**src/sv/mjdg_pkg.sv**
```systemverilog
`timescale 1ns / 1ps
// ----------------------------------------------------------------------------
// MJD to Gregorian date package
// Field widths, calendar constants, the job record passed from the front end
// to the calendar pipeline, and the decimal scale lookup.
// ----------------------------------------------------------------------------
package mjdg_pkg;

  localparam int MJD_W    = 56;
  localparam int YEAR_W   = 23;
  localparam int MONTH_W  = 4;
  localparam int DAY_W    = 5;
  localparam int FRAC_W   = 14;
  localparam int DIGITS_W = 3;
  localparam int JD_W     = 30;
  localparam int WHOLE_W  = 30;

  localparam logic [DIGITS_W-1:0] DIGITS_RESET = 3'd1;

  localparam logic [31:0] LOW_LIMIT_DAYS  = 32'd2395520;
  localparam logic [31:0] HIGH_LIMIT_DAYS = 32'd1000000000;
  localparam logic [31:0] JD_OFFSET       = 32'd2400001;

  localparam logic [31:0] CAL_BIAS        = 32'd17918;
  localparam logic [17:0] CAL_CYCLE       = 18'd146097;
  localparam logic [31:0] CAL_SHIFT       = 32'd37;
  localparam logic [10:0] LEAP_CYCLE      = 11'd1461;
  localparam logic [10:0] MONTH_BIAS      = 11'd237;
  localparam logic [10:0] MONTH_WRAP      = 11'd1224;
  localparam logic [22:0] YEAR_BIAS       = 23'd4712;
  localparam logic [9:0]  MONTH_SPAN      = 10'd306;

  // Reciprocals for constant division, floor(2^s / d), with a single
  // compare-and-subtract correction downstream.
  localparam logic [14:0] RECIP_CYCLE = 15'((64'd1 << 32) / 64'd146097);
  localparam logic [21:0] RECIP_LEAP  = 22'((64'd1 << 32) / 64'd1461);
  localparam logic [7:0]  RECIP_SPAN  = 8'((64'd1 << 16) / 64'd306);
  localparam logic [8:0]  RECIP_TEN   = 9'((64'd1 << 12) / 64'd10);

  typedef struct packed {
    logic [JD_W-1:0]   jd;
    logic [FRAC_W-1:0] frac;
    logic              status;
  } mjdg_job_t;

  // Decimal scale for the configured digit count; counts above four act as four.
  function automatic logic [FRAC_W-1:0] fd_for_digits(input logic [DIGITS_W-1:0] digits);
    logic [FRAC_W-1:0] fd;
    case (digits)
      3'd0:    fd = 14'd1;
      3'd1:    fd = 14'd10;
      3'd2:    fd = 14'd100;
      3'd3:    fd = 14'd1000;
      default: fd = 14'd10000;
    endcase
    return fd;
  endfunction

endpackage

```
**src/sv/mjdg_if.sv**
```systemverilog
`timescale 1ns / 1ps
// ----------------------------------------------------------------------------
// MJD to Gregorian date channels
// Valid/ready channels for the input date and the calendar result.
// ----------------------------------------------------------------------------
interface mjdg_in_if;
  import mjdg_pkg::*;

  logic                    valid;
  logic                    ready;
  logic signed [MJD_W-1:0] mjd_fixed;

  modport source (output valid, output mjd_fixed, input ready);
  modport sink   (input valid, input mjd_fixed, output ready);
endinterface

interface mjdg_out_if;
  import mjdg_pkg::*;

  logic                     valid;
  logic                     ready;
  logic signed [YEAR_W-1:0] year;
  logic [MONTH_W-1:0]       month;
  logic [DAY_W-1:0]         day_of_month;
  logic [FRAC_W-1:0]        day_fraction;
  logic                     status;

  modport source (output valid, output year, output month, output day_of_month,
                  output day_fraction, output status, input ready);
  modport sink   (input valid, input year, input month, input day_of_month,
                  input day_fraction, input status, output ready);
endinterface

```
**src/sv/mjdg_front.sv**
```systemverilog
`timescale 1ns / 1ps
// ----------------------------------------------------------------------------
// MJD to Gregorian date front end
// Range check, decimal rounding and floor split into a chronological Julian
// day number and a fraction count, in two pipeline stages.
// ----------------------------------------------------------------------------
module mjdg_front #(
  parameter int FRAC_BITS = 24
) (
  input  logic                          clk_i,
  input  logic                          rst_ni,
  input  logic [mjdg_pkg::FRAC_W-1:0]   fd_i,
  mjdg_in_if.sink                       in_i,
  output logic                          job_valid_o,
  output mjdg_pkg::mjdg_job_t           job_o,
  input  logic                          job_ready_i
);
  import mjdg_pkg::*;

  localparam int PROD_W = FRAC_BITS + FRAC_W;
  localparam int SUM_W  = PROD_W + 1;
  localparam logic [63:0] LOW_LIM  = 64'(LOW_LIMIT_DAYS) << FRAC_BITS;
  localparam logic [63:0] HIGH_LIM = 64'(HIGH_LIMIT_DAYS) << FRAC_BITS;
  localparam logic [SUM_W-1:0] HALF = SUM_W'(1) << (FRAC_BITS - 1);

  logic adv;

  // Stage A: magnitude, range check, fraction times scale.
  logic [MJD_W-1:0]     raw, mag, whole_full;
  logic [FRAC_BITS-1:0] part;
  logic                 neg, oor;

  logic                 a_valid_q;
  logic                 a_neg_q, a_oor_q;
  logic [WHOLE_W-1:0]   a_whole_q;
  logic [PROD_W-1:0]    a_prod_q;
  logic [FRAC_W-1:0]    a_fd_q;

  assign raw        = $unsigned(in_i.mjd_fixed);
  assign neg        = raw[MJD_W-1];
  assign mag        = neg ? (~raw + MJD_W'(1)) : raw;
  assign oor        = neg ? ({8'b0, mag} >= LOW_LIM) : ({8'b0, mag} >= HIGH_LIM);
  assign whole_full = mag >> FRAC_BITS;
  assign part       = mag[FRAC_BITS-1:0];

  // Stage B: round, carry into the day, floor split for negative dates.
  logic [SUM_W-1:0]   sum;
  logic [FRAC_W-1:0]  c, r_mag;
  logic               carry, rnz;
  logic [WHOLE_W:0]   q_mag;
  logic [31:0]        jd_full;
  mjdg_job_t          b_job_d, b_job_q;
  logic               b_valid_q;

  assign sum   = {1'b0, a_prod_q} + HALF;
  assign c     = sum[FRAC_BITS +: FRAC_W];
  assign carry = (c == a_fd_q);
  assign r_mag = carry ? '0 : c;
  assign rnz   = (r_mag != '0);
  assign q_mag = {1'b0, a_whole_q} + (WHOLE_W + 1)'(carry);

  always_comb begin
    if (a_neg_q) begin
      jd_full = JD_OFFSET - 32'(q_mag) - 32'(rnz);
    end else begin
      jd_full = JD_OFFSET + 32'(q_mag);
    end
    b_job_d.jd     = jd_full[JD_W-1:0];
    b_job_d.frac   = (a_neg_q && rnz) ? (a_fd_q - r_mag) : r_mag;
    b_job_d.status = a_oor_q;
  end

  assign adv         = !b_valid_q || job_ready_i;
  assign in_i.ready  = adv;
  assign job_valid_o = b_valid_q;
  assign job_o       = b_job_q;

  always_ff @(posedge clk_i or negedge rst_ni) begin
    if (!rst_ni) begin
      a_valid_q <= 1'b0;
      b_valid_q <= 1'b0;
    end else if (adv) begin
      a_valid_q <= in_i.valid;
      b_valid_q <= a_valid_q;
    end
  end

  always_ff @(posedge clk_i) begin
    if (adv) begin
      a_neg_q   <= neg;
      a_oor_q   <= oor;
      a_whole_q <= whole_full[WHOLE_W-1:0];
      a_prod_q  <= PROD_W'(part) * PROD_W'(fd_i);
      a_fd_q    <= fd_i;
      b_job_q   <= b_job_d;
    end
  end

endmodule

```
**src/sv/mjdg_fifo.sv**
```systemverilog
`timescale 1ns / 1ps
// ----------------------------------------------------------------------------
// MJD to Gregorian date job queue
// Small register queue that lets the front end and the calendar pipeline
// stall independently.
// ----------------------------------------------------------------------------
module mjdg_fifo #(
  parameter int DEPTH = 4
) (
  input  logic                clk_i,
  input  logic                rst_ni,
  input  logic                push_valid_i,
  input  mjdg_pkg::mjdg_job_t push_data_i,
  output logic                push_ready_o,
  output logic                pop_valid_o,
  output mjdg_pkg::mjdg_job_t pop_data_o,
  input  logic                pop_ready_i
);
  import mjdg_pkg::*;

  localparam int PTR_W = (DEPTH > 1) ? $clog2(DEPTH) : 1;
  localparam int CNT_W = $clog2(DEPTH + 1);

  mjdg_job_t        mem [DEPTH];
  logic [PTR_W-1:0] wr_ptr_q, rd_ptr_q;
  logic [CNT_W-1:0] count_q;
  logic             push, pop;

  assign push_ready_o = (count_q != CNT_W'(DEPTH));
  assign pop_valid_o  = (count_q != '0);
  assign pop_data_o   = mem[rd_ptr_q];
  assign push         = push_valid_i && push_ready_o;
  assign pop          = pop_valid_o && pop_ready_i;

  always_ff @(posedge clk_i or negedge rst_ni) begin
    if (!rst_ni) begin
      wr_ptr_q <= '0;
      rd_ptr_q <= '0;
      count_q  <= '0;
    end else begin
      if (push) begin
        wr_ptr_q <= (wr_ptr_q == PTR_W'(DEPTH - 1)) ? '0 : wr_ptr_q + PTR_W'(1);
      end
      if (pop) begin
        rd_ptr_q <= (rd_ptr_q == PTR_W'(DEPTH - 1)) ? '0 : rd_ptr_q + PTR_W'(1);
      end
      if (push && !pop) begin
        count_q <= count_q + CNT_W'(1);
      end else if (pop && !push) begin
        count_q <= count_q - CNT_W'(1);
      end
    end
  end

  always_ff @(posedge clk_i) begin
    if (push) begin
      mem[wr_ptr_q] <= push_data_i;
    end
  end

endmodule

```
**src/sv/mjdg_back.sv**
```systemverilog
`timescale 1ns / 1ps
// ----------------------------------------------------------------------------
// MJD to Gregorian date calendar pipeline
// Converts a chronological Julian day number into year, month and day with
// constant divisions done as reciprocal multiplies and one correction step.
// ----------------------------------------------------------------------------
module mjdg_back (
  input  logic                clk_i,
  input  logic                rst_ni,
  input  logic                job_valid_i,
  input  mjdg_pkg::mjdg_job_t job_i,
  output logic                job_ready_o,
  mjdg_out_if.source          out_o
);
  import mjdg_pkg::*;

  localparam int NSTG = 14;

  logic adv;

  logic [NSTG-1:0]   vld_q;
  logic [FRAC_W-1:0] frc_q [NSTG];
  logic              sts_q [NSTG];

  // Century term.
  logic [31:0] x1_q, x1b_q, x1c_q;
  logic [JD_W-1:0] jd0_q, jd1_q, jd2_q, jd3_q, jd4_q;
  logic [46:0] t_prod;
  logic [14:0] te1_q, te2_q, t3_q;
  logic [32:0] tp2_q, t_rem;
  logic [17:0] six_t;
  logic [15:0] h4_q;
  // Year and day of cycle.
  logic [31:0] n_sum, n4_q, n4b_q, n4c_q;
  logic [53:0] y_prod;
  logic [21:0] ye6_q, ye7_q, yq8_q;
  logic [32:0] yp7_q, y_rem;
  logic [10:0] ry8_q, k9_q;
  logic signed [YEAR_W-1:0] yr9_q, yr10_q, yr11_q, yr12_q, yr13_q;
  // Month and day.
  logic [8:0]  d4;
  logic [11:0] nd10_q, nd11_q;
  logic [19:0] m_prod;
  logic [3:0]  mqe11_q, mq12_q, mon13_q;
  logic [12:0] m_rem;
  logic [8:0]  dr12_q, dr13_q;
  logic [4:0]  mm;
  logic [16:0] d_prod;
  logic [4:0]  de13_q;
  logic [8:0]  d_rem;

  logic signed [YEAR_W-1:0] year_q;
  logic [MONTH_W-1:0]       month_q;
  logic [DAY_W-1:0]         day_q;
  logic [FRAC_W-1:0]        frac_q;
  logic                     status_q, out_vld_q;

  assign adv         = !out_vld_q || out_o.ready;
  assign job_ready_o = adv;

  assign t_prod = 47'(x1_q) * 47'(RECIP_CYCLE);
  assign t_rem  = 33'(x1c_q) - tp2_q;
  assign six_t  = 18'({t3_q, 2'b00}) + 18'({t3_q, 1'b0});
  assign n_sum  = 32'(jd4_q) + 32'(h4_q) - CAL_SHIFT;
  assign y_prod = 54'(n4_q) * 54'(RECIP_LEAP);
  assign y_rem  = 33'(n4c_q) - yp7_q;
  assign d4     = k9_q[10:2];
  assign m_prod = 20'(nd10_q) * 20'(RECIP_SPAN);
  assign m_rem  = 13'(nd11_q) - 13'(mqe11_q) * 13'(MONTH_SPAN);
  assign mm     = 5'(mq12_q) + 5'd2;
  assign d_prod = 17'(dr12_q) * 17'(RECIP_TEN);
  assign d_rem  = dr13_q - 9'(de13_q) * 9'd10;

  always_ff @(posedge clk_i or negedge rst_ni) begin
    if (!rst_ni) begin
      vld_q     <= '0;
      out_vld_q <= 1'b0;
    end else if (adv) begin
      vld_q     <= {vld_q[NSTG-2:0], job_valid_i};
      out_vld_q <= vld_q[NSTG-1];
    end
  end

  always_ff @(posedge clk_i) begin
    if (adv) begin
      frc_q[0] <= job_i.frac;
      sts_q[0] <= job_i.status;
      for (int i = 1; i < NSTG; i++) begin
        frc_q[i] <= frc_q[i-1];
        sts_q[i] <= sts_q[i-1];
      end

      // (4*jd - bias) / 146097
      jd0_q <= job_i.jd;
      x1_q  <= {job_i.jd, 2'b00} - CAL_BIAS;
      jd1_q <= jd0_q;
      x1b_q <= x1_q;
      te1_q <= t_prod[46:32];
      jd2_q <= jd1_q;
      x1c_q <= x1b_q;
      te2_q <= te1_q;
      tp2_q <= 33'(te1_q) * 33'(CAL_CYCLE);
      jd3_q <= jd2_q;
      t3_q  <= (t_rem[18:0] >= 19'(CAL_CYCLE)) ? te2_q + 15'd1 : te2_q;
      // ((6t/4) + 1) / 2
      jd4_q <= jd3_q;
      h4_q  <= 16'((17'(six_t[17:2]) + 17'd1) >> 1);
      n4_q  <= {n_sum[29:0], 2'b00};

      // n4 / 1461 and n4 % 1461
      n4b_q <= n4_q;
      ye6_q <= y_prod[53:32];
      n4c_q <= n4b_q;
      ye7_q <= ye6_q;
      yp7_q <= 33'(ye6_q) * 33'(LEAP_CYCLE);
      if (y_rem[11:0] >= 12'(LEAP_CYCLE)) begin
        yq8_q <= ye7_q + 22'd1;
        ry8_q <= 11'(y_rem[11:0] - 12'(LEAP_CYCLE));
      end else begin
        yq8_q <= ye7_q;
        ry8_q <= y_rem[10:0];
      end
      yr9_q <= $signed(23'(yq8_q) - YEAR_BIAS);
      k9_q  <= (ry8_q >= MONTH_BIAS) ? ry8_q - MONTH_BIAS : ry8_q + MONTH_WRAP;

      // nd10 = 10 * (k / 4) + 5, then split by 306 and by 10.
      yr10_q  <= yr9_q;
      nd10_q  <= {d4, 3'b000} + 12'({d4, 1'b0}) + 12'd5;
      yr11_q  <= yr10_q;
      nd11_q  <= nd10_q;
      mqe11_q <= m_prod[19:16];
      yr12_q  <= yr11_q;
      if (m_rem[9:0] >= MONTH_SPAN) begin
        mq12_q <= mqe11_q + 4'd1;
        dr12_q <= 9'(m_rem[9:0] - MONTH_SPAN);
      end else begin
        mq12_q <= mqe11_q;
        dr12_q <= m_rem[8:0];
      end
      yr13_q  <= yr12_q;
      mon13_q <= 4'(((mm >= 5'd12) ? mm - 5'd12 : mm) + 5'd1);
      dr13_q  <= dr12_q;
      de13_q  <= d_prod[16:12];

      // Output register; out-of-range dates show zeros.
      status_q <= sts_q[NSTG-1];
      if (sts_q[NSTG-1]) begin
        year_q  <= '0;
        month_q <= '0;
        day_q   <= '0;
        frac_q  <= '0;
      end else begin
        year_q  <= yr13_q;
        month_q <= mon13_q;
        day_q   <= ((d_rem >= 9'd10) ? de13_q + 5'd1 : de13_q) + 5'd1;
        frac_q  <= frc_q[NSTG-1];
      end
    end
  end

  assign out_o.valid        = out_vld_q;
  assign out_o.year         = year_q;
  assign out_o.month        = month_q;
  assign out_o.day_of_month = day_q;
  assign out_o.day_fraction = frac_q;
  assign out_o.status       = status_q;

endmodule

```
**src/sv/mjd_to_gregorian_date_top.sv**
```systemverilog
`timescale 1ns / 1ps
// ----------------------------------------------------------------------------
// MJD to Gregorian date converter
// Rounds a fixed-point Modified Julian Date to a configured number of decimal
// places of a day and converts it to a Gregorian year, month and day.
// ----------------------------------------------------------------------------
//
//   Channel          Direction  Beat contents
//   in_i             sink       mjd_fixed (signed, FRAC_BITS fraction bits)
//   out_o            source     year, month, day_of_month, day_fraction, status
//   fraction_digits  write      3-bit digit count, taken when the enable is high
//
// The block accepts one beat per cycle and delivers one result beat per cycle
// while out_o does not stall. The fixed rate is set by the front stages and
// the calendar pipeline, each one register per step, with no iterating unit.
// An accepted beat passes two front stages, the queue's storage register and
// fourteen calendar stages ahead of the output register.
// Reset clears all valid flags and the queue and sets the digit count to one.
// A stall on out_o freezes the calendar pipeline; the queue then absorbs the
// front end's beats until it fills, after which in_i.ready drops.
// ----------------------------------------------------------------------------
module mjd_to_gregorian_date_top #(
  parameter int FRAC_BITS   = 24,
  parameter int QUEUE_DEPTH = 4
) (
  input  logic                          clk_i,
  input  logic                          rst_ni,
  input  logic                          fraction_digits_we_i,
  input  logic [mjdg_pkg::DIGITS_W-1:0] fraction_digits_i,
  mjdg_in_if.sink                       in_i,
  mjdg_out_if.source                    out_o
);
  import mjdg_pkg::*;

  // Digit count register. Values above four are kept as written and act as
  // four through the scale lookup.
  logic [DIGITS_W-1:0] fraction_digits_q;
  logic [FRAC_W-1:0]   fd;

  always_ff @(posedge clk_i or negedge rst_ni) begin
    if (!rst_ni) begin
      fraction_digits_q <= DIGITS_RESET;
    end else if (fraction_digits_we_i) begin
      fraction_digits_q <= fraction_digits_i;
    end
  end

  assign fd = fd_for_digits(fraction_digits_q);

  // The front end classifies each date (in range or not), rounds it and
  // splits it into a Julian day number and a fraction count.
  mjdg_job_t front_job, queue_job;
  logic      front_valid, front_ready;
  logic      queue_valid, queue_ready;

  mjdg_front #(
    .FRAC_BITS (FRAC_BITS)
  ) u_front (
    .clk_i       (clk_i),
    .rst_ni      (rst_ni),
    .fd_i        (fd),
    .in_i        (in_i),
    .job_valid_o (front_valid),
    .job_o       (front_job),
    .job_ready_i (front_ready)
  );

  // The queue decouples the front end from the calendar pipeline so that a
  // short stall at the output does not reach the input at once.
  mjdg_fifo #(
    .DEPTH (QUEUE_DEPTH)
  ) u_fifo (
    .clk_i        (clk_i),
    .rst_ni       (rst_ni),
    .push_valid_i (front_valid),
    .push_data_i  (front_job),
    .push_ready_o (front_ready),
    .pop_valid_o  (queue_valid),
    .pop_data_o   (queue_job),
    .pop_ready_i  (queue_ready)
  );

  // The calendar pipeline turns the day number into year, month and day and
  // holds each result in its output register until the sink takes it.
  mjdg_back u_back (
    .clk_i       (clk_i),
    .rst_ni      (rst_ni),
    .job_valid_i (queue_valid),
    .job_i       (queue_job),
    .job_ready_o (queue_ready),
    .out_o       (out_o)
  );

endmodule

```
**src/flat_wrapper.sv**
```systemverilog
// flat-port wrapper written by rule: the top's interface ports become plain ports
module mjd_to_gregorian_date_top_flat import mjdg_pkg::*;
#(
  parameter int FRAC_BITS   = 24,
  parameter int QUEUE_DEPTH = 4
)
  (clk_i, rst_ni, fraction_digits_we_i, fraction_digits_i, in_i_valid, in_i_mjd_fixed, in_i_ready, out_o_valid, out_o_year, out_o_month, out_o_day_of_month, out_o_day_fraction, out_o_status, out_o_ready);
  mjdg_in_if in_i_i ();
  mjdg_out_if out_o_i ();
  input  logic clk_i;
  input  logic rst_ni;
  input  logic fraction_digits_we_i;
  input  logic [mjdg_pkg::DIGITS_W-1:0] fraction_digits_i;
  input wire logic [$bits(in_i_i.valid)-1:0] in_i_valid;
  input wire logic [$bits(in_i_i.mjd_fixed)-1:0] in_i_mjd_fixed;
  output wire logic [$bits(in_i_i.ready)-1:0] in_i_ready;
  output wire logic [$bits(out_o_i.valid)-1:0] out_o_valid;
  output wire logic [$bits(out_o_i.year)-1:0] out_o_year;
  output wire logic [$bits(out_o_i.month)-1:0] out_o_month;
  output wire logic [$bits(out_o_i.day_of_month)-1:0] out_o_day_of_month;
  output wire logic [$bits(out_o_i.day_fraction)-1:0] out_o_day_fraction;
  output wire logic [$bits(out_o_i.status)-1:0] out_o_status;
  input wire logic [$bits(out_o_i.ready)-1:0] out_o_ready;
  assign in_i_i.valid = in_i_valid;
  assign in_i_i.mjd_fixed = in_i_mjd_fixed;
  assign in_i_ready = in_i_i.ready;
  assign out_o_valid = out_o_i.valid;
  assign out_o_year = out_o_i.year;
  assign out_o_month = out_o_i.month;
  assign out_o_day_of_month = out_o_i.day_of_month;
  assign out_o_day_fraction = out_o_i.day_fraction;
  assign out_o_status = out_o_i.status;
  assign out_o_i.ready = out_o_ready;
  mjd_to_gregorian_date_top #(.FRAC_BITS(FRAC_BITS), .QUEUE_DEPTH(QUEUE_DEPTH)) u_core (.clk_i(clk_i), .rst_ni(rst_ni), .fraction_digits_we_i(fraction_digits_we_i), .fraction_digits_i(fraction_digits_i), .in_i(in_i_i), .out_o(out_o_i));
endmodule
```
**config.mk**
```make
export PLATFORM = sky130hd
export DESIGN_NAME = mjd_to_gregorian_date_top_flat
export DESIGN_NICKNAME = d
export VERILOG_FILES = /design/src/sv/mjdg_pkg.sv /design/src/sv/mjdg_if.sv /design/src/sv/mjdg_front.sv /design/src/sv/mjdg_fifo.sv /design/src/sv/mjdg_back.sv /design/src/sv/mjd_to_gregorian_date_top.sv /design/src/flat_wrapper.sv
export SDC_FILE = /design/constraint.sdc
export NUM_CORES = 2
export LEC_CHECK = 0
export BUFFER_PORTS_ARGS = -buffer_cell sky130_fd_sc_hd__buf_2
export CAP_MARGIN = 30
export CORE_MARGIN = 1.5
export CORE_UTILIZATION = 50
export CTS_CLUSTER_DIAMETER = 120
export CTS_CLUSTER_SIZE = 30
export DETAILED_ROUTE_END_ITERATION = 12
export GPL_ROUTABILITY_DRIVEN = 0
export PLACE_DENSITY = 0.66
export SETUP_SLACK_MARGIN = 0.4
export SKIP_CTS_REPAIR_TIMING = 1
export SLEW_MARGIN = 0
export SYNTH_ARGS = -nofsm -noshare
export SYNTH_HDL_FRONTEND = slang
export SYNTH_HIERARCHICAL = 1
export SYNTH_SLANG_ARGS = --single-unit
export TNS_END_PERCENT = 20
```
**constraint.sdc**
```tcl
create_clock -name clk_i -period 58.7 [get_ports clk_i]
set_clock_uncertainty 0.1 [all_clocks]
set_input_delay 0 -clock clk_i [delete_from_list [all_inputs] [get_ports clk_i]]
set_output_delay 0 -clock clk_i [all_outputs]
set_load 0.05 [all_outputs]
```
### Word-level counts from Yosys, hierarchy flattened

Memory sizes are Yosys's and may differ from the RTL's. A register that Yosys moved wholly into a read port is not among the register bits.
Cells that the tools add are included.
W data, S select, Z words.

* bits in registers: 811
* bits in writable memories: 390
* input port bits: 64
* output and inout bits: 49
* logic and storage cells: 155
* memories: 3

Memories
* u_core.u_back.frc_q: words 14, width 14, rd ports 14, clocked after Yosys merged registers in 1, write ports 14, RTL line mjdg_back.sv:22 `logic [FRAC_W-1:0] frc_q [NSTG];`
* u_core.u_fifo.mem: words 4, width 45, rd ports 1, clocked after Yosys merged registers in 0, write ports 1, RTL line mjdg_fifo.sv:24 `mjdg_job_t mem [DEPTH];`
* u_core.u_back.sts_q: words 14, width 1, rd ports 14, clocked after Yosys merged registers in 0, write ports 14, RTL line mjdg_back.sv:23 `logic sts_q [NSTG];`

* add/subtract/negate cells: 35
* multiply operators: 9
* magnitude comparators: 8
* eq/ne operators: 7
* muxes and demuxes: 22
* bitwise logic cells: 1
* reductions and logical operators: 15

Operators by type and width (number)
* $add A56 B1 Y56 const B: 1
* $ge A56 B46 Y1 const B: 1
* $ge A56 B54 Y1 const B: 1
* $mux W56: 1
* $not A56 Y56: 1
* $pmux W14 S4: 1
* $mul A30 B17 Y47 const B: 1
* $mul A32 B14 Y46 const B: 1
* $add A38 B24 Y38 const B: 1
* $mul A24 B14 Y38: 1
* $sub A32 B15 Y32 const B: 1
* $add A22 B30 Y30 const A: 1
* $add A30 B1 Y30: 1
* $add A30 B16 Y30: 1
* $mux W30: 1
* $sub A22 B30 Y30 const A: 1
* $sub A30 B1 Y30: 1
* $sub A30 B6 Y30 const B: 1
* $mux W14: 2
* $sub A22 B13 Y23 const B: 1
* $add A22 B1 Y22 const B: 1
* $mul A22 B11 Y12 const B: 1
* $mux W11: 2
* $mux W22: 1
* 51 further kinds: 71

### Depth between registers and ports, before layout

* depth after elaboration: 6
* depth in mapped cells: 30
* depth with buffers taken out: 29

### Hierarchy

The synthesis kept the hierarchy.

By module, submodules not included
* mjdg_back: instances 1, cells an instance 4396, area an instance 57361.3 sq um, sequential area each 25569.5 sq um
* mjdg_front: instances 1, cells an instance 2104, area an instance 19167.1 sq um, sequential area each 3233.1 sq um
* mjdg_fifo: instances 1, cells an instance 272, area an instance 6930.4 sq um, sequential area each 5580.4 sq um
* mjd_to_gregorian_date_top: instances 1, cells an instance 15, area an instance 166.4 sq um, sequential area each 76.3 sq um

### Worst setup path after synthesis

OpenSTA, ideal clock, no wires.

* path kind: register to register
* from: register u_core.u_back.out_vld_q, in the netlist u_core/u_back/out_o.valid
* to: register u_core.u_fifo.count_q[1]
* setup time: 0.125 ns
* data arrival time: 28.111 ns
* required time: 58.475 ns
* path slack: 30.364 ns
* stages on the path, launching flop included: 9
* path buffers: 2
* clock period less this slack: 28.336 ns
* cells stage by stage: dfrtp_1 > nand2b_1 > clkbuf_1 > buf_1 > nand2_1 > ha_1 > inv_1 > fa_1 > mux2_2

* longest elaborated chain between the ends: 6
* elaborated cells between the ends (all ways): 8
* classes of those cells: mux (1); reduce/logical (7)

RTL lines
* start: declaration: RTL line mjdg_back.sv:56 `logic status_q, out_vld_q;`
* start signal: assignment: RTL line mjdg_back.sv:80 `out_vld_q <= vld_q[NSTG-1];`
* $logic_not A1 Y1 (*): RTL line mjdg_back.sv:58 `assign adv = !out_vld_q || out_o.ready;`
* $logic_or A1 B1 Y1 (*): RTL line mjdg_back.sv:58
* named net u_core.queue_ready: RTL line mjd_to_gregorian_date_top.sv:54 `logic queue_valid, queue_ready;`
* $logic_and A1 B1 Y1 (*): RTL line mjdg_fifo.sv:33 `assign pop = pop_valid_o && pop_ready_i;`
* $logic_not A1 Y1: RTL line mjdg_fifo.sv:47 `if (push && !pop) begin`
* $logic_and A1 B1 Y1: RTL line mjdg_fifo.sv:47
* $mux W3 / $reduce_bool A2 Y1 (equally long branches)
* end signal: assignment: RTL line mjdg_fifo.sv:48 `count_q <= count_q + CNT_W'(1);`
* end signal: assignment: RTL line mjdg_fifo.sv:50 `count_q <= count_q - CNT_W'(1);`
* end: declaration: RTL line mjdg_fifo.sv:26 `logic [CNT_W-1:0] count_q;`

Mark *: on every way through the listed nets, which the timed path passes. The rest lies on a longest branch.
A chain may end at the register's enable or synchronous reset.

### Worst setup path after layout

* from: input port in_i_mjd_fixed[2]
* to: register u_core.u_front.a_prod_q[37], data pin

* longest elaborated chain between the ends: 4

RTL lines
* start: declaration: RTL line flat_wrapper.sv:15 `input wire logic [$bits(in_i_i.mjd_fixed)-1:0] in_i_mjd_fixed;`
* $not A56 Y56: RTL line mjdg_front.sv:41 `assign mag = neg ? (~raw + MJD_W'(1)) : raw;`
* $add A56 B1 Y56: RTL line mjdg_front.sv:41
* $mux W56 (*): RTL line mjdg_front.sv:41
* $mul A24 B14 Y38 (*): RTL line mjdg_front.sv:93 `a_prod_q <= PROD_W'(part) * PROD_W'(fd_i);`
* end signal: assignment: RTL line mjdg_front.sv:93
* end: declaration: RTL line mjdg_front.sv:36 `logic [PROD_W-1:0] a_prod_q;`

Every way passes the cells marked *; elsewhere a longest branch is shown, timed or not.

==> metrics.md <==
| Metric | Value |
|---|---|
| Status | completed |
| Warnings, synthesis | 6 |
| Sequential area share after synthesis | 41.2% |
| Setup CP Type | input port to register |
| Setup_tns | 0 ns |
| Worst min path class | input port to register |
| Main area contributors after synthesis | edfxtp_1 40%, fa_1 19%, ha_1 13% |
| DP Worst Slack | 50.22 ns |
| Total track usage | 18.2% |
| Period utilisation layout | 13.4% |
| Clk Tree Root Cell | clkbuf_16 |
| Worst path required time | 59.04 ns |
| Syn Area/Cell | 12.3 um^2 |
| RSZ-0062 raised after global routing | no |
| Post-synth cell types | 112 |
| Min Tclk post-route | 7.88 ns |
| Cells after synthesis | 6787 |
| Avg WL per Cell | 16.6 um |
| Chip width | 412 um |
| Initial Utilization | 50.5% |
| I/O pin cnt | 113 |
| FFs w/ async S/R, synth | 2.34% |
| Die area | 170000 um^2 |
| Drt first pass iters | 7 |
| Vias per cell | 5.23 |
| CTS tree | built |
| Layout cells sized above 1 | 5.57% |
| Overflow after GRT | 0 |
| Max incr delay on CP | 0.50 ns |
| Crit path top cell by count | fa_1 |
| Most common cell in the synthesized netlist | inv_1 |
| Setup ws final | 50.82 ns |
| Clock Pin Slew Worst Setup and Hold Paths | 0.12 ns |
| Post-Route WL | 153000 um |
| First-pass GRT wire length | 252000 um |
| Yosys top cell area share | 40.4% |
| Longest Clk Path Bufs | 3 |
| DRC | 0 |
| Worst-Margin Slew | 1.02 ns |
| Min Hold Slack | 0.00594 ns |
| Port Buffers | 112 |
| Vias in the first global route | 50000 |
| #FFs+latches synth | 1152 |
| CTS buffer count | 48 |
| Antenna Nets Post-Route | 0 |
| CP max stage cell | fa_1 |
| Row cnt | 149 |
| Fmax | 127 MHz |
| CP Launch Type | input port |
| CTS Sinks | 1152 |
| Die height | 412 um |
| Worst skew pair latency | 0.67 ns |
| Crit path DAT | 8.22 ns |
| Critical-path maximum fanout | 8 |
| Worst rel slew slack | 31.0% |
| Ys flop type | edfxtp_1 |
| H-tree depth | 2 |
| DR iter-0 viols | 2404 |
| Antenna violations before repair | 3 |
| CORE AREA | 166000 um^2 |
| EDFF count, synth | 1125 |
| Pins over their slew limit | 0 |
| Via count | 48100 |
| Mapped cell area | 83600 um^2 |
| Final hold vios | 0 |
| Area added between synthesis and finish | 6.57% |
| Max-cap violation count | 0 |
| Largest net degree at the start of global routing | 159 |
| Nets@finish | 8690 |
| Hpwl dp | 119000 um |
| Worst Setup End Kind | register |
| Fill cells | 13900 |
| Setup violators final | 0 |
| Commonest cells post-synth | 1300 x inv_1, 1125 x edfxtp_1, 868 x ha_1 |
| Yosys top cell by area | edfxtp_1 |
==> registers in the layout (all words and copies together) (netlist names), 30 cells and up <==
register	count
u_core/u_back/frc_q	196
u_core/u_back/jd0_q	30
u_core/u_back/jd1_q	30
u_core/u_back/jd2_q	30
u_core/u_back/jd3_q	30
u_core/u_back/jd4_q	30
u_core/u_back/n4_q	30
u_core/u_fifo/mem	180
u_core/u_front/a_whole_q	30
u_core/u_front/job_o	45
==> critical path: cells and delay by family <==
family          cells  cell delay [ns]
compound gates      6             1.20
fa+ha+maj           7             3.05
simple gates        9             2.83
buf+inv             6             0.69
xor+xnor            2             0.47
==> through the flow <==
stage	std cells	cell area (um^2)	utilization (%)
after floorplan	6800	83700	-
after global placement	9042	86900	52.5
after detailed placement	9045	86900	52.5
after CTS	9121	88400	53.4
after global routing	9188	89100	53.8
final	9188	89100	53.8
==> metal layers <==
layer	routed length [um]	vias to the layer above	track usage (%)
li1	-	23200	-
met1	67400	24000	23.8
met2	77200	707	32.7
met3	4510	180	1.61
met4	3440	2	4.23
met5	10	-	0
==> placed cells by master (no fill, tap or decap), types with 13 or more instances in the layout <==
master	n
a211oi_1	19
a21o_1	96
a21oi_1	200
a31oi_1	25
and2_1	160
and3_1	32
buf_2	112
buf_4	53
clkbuf_1	13
clkbuf_16	48
conb_1	14
dfrtp_1	23
dlygate4sd3_1	62
edfxtp_1	1125
fa_1	786
ha_1	868
inv_1	1300
mux2_2	26
mux2i_1	21
mux4_2	45
nand2_1	394
nand2b_1	39
nand3_1	78
nand4_1	42
nor2_1	191
nor2b_1	84
nor3_1	74
nor3b_1	15
nor4_1	30
o211ai_1	16
o21a_1	38
o21ai_0	121
o21ai_1	16
o21bai_1	28
o31ai_1	30
o41ai_1	15
or2_2	13
or3_1	31
xnor2_1	284
xor2_1	173
==> kinds of logic (layout without fill, tap and decap cells) <==
family	Yosys count	after routing	share of synthesized area, %
other cells	1	15	0.00448
mux	95	95	1.86
simple gates	1276	1276	7.90
fa+ha+maj	1654	1654	31.8
compound gates	734	734	5.86
flops	1152	1152	41.2
xor+xnor	463	463	4.94
buf+inv	1412	1610	6.44
==> area by class of cell <==
cell class,instances,area [um^2],share of cell area (%)
Timing Repair Buffer,232,1690,1.90
Tap cell,2189,2740,3.07
Multi-Input combinational cell,4236,43900,49.2
Inverter,1302,4890,5.48
Sequential cell,1152,34500,38.7
Clock inverter,14,188,0.211
Clock buffer,62,1260,1.42
Antenna cell,1,2.50,0.00281
==> worst paths after layout <==
path                                             start                          end  slack (ns)  cells after the start
setup / recovery                     in_i_mjd_fixed[2]  u_core/u_front/a_prod_q[37]       50.82                     30
hold / removal                             out_o_ready    u_core/u_back/out_o.valid       0.006                      3
setup reg to reg           u_core/fraction_digits_q[0]  u_core/u_front/a_prod_q[37]       50.91                     24
hold reg to reg                u_core/u_back/ye6_q[15]      u_core/u_back/ye7_q[15]        0.32                      0
max in group asynchronous                       rst_ni    u_core/u_fifo/rd_ptr_q[0]       58.01                      4
min in group asynchronous                       rst_ni  u_core/fraction_digits_q[0]        0.30                      3
Power is not shown: default switching activity piles up to over one toggle a cycle in this logic, so the estimate is an artifact.
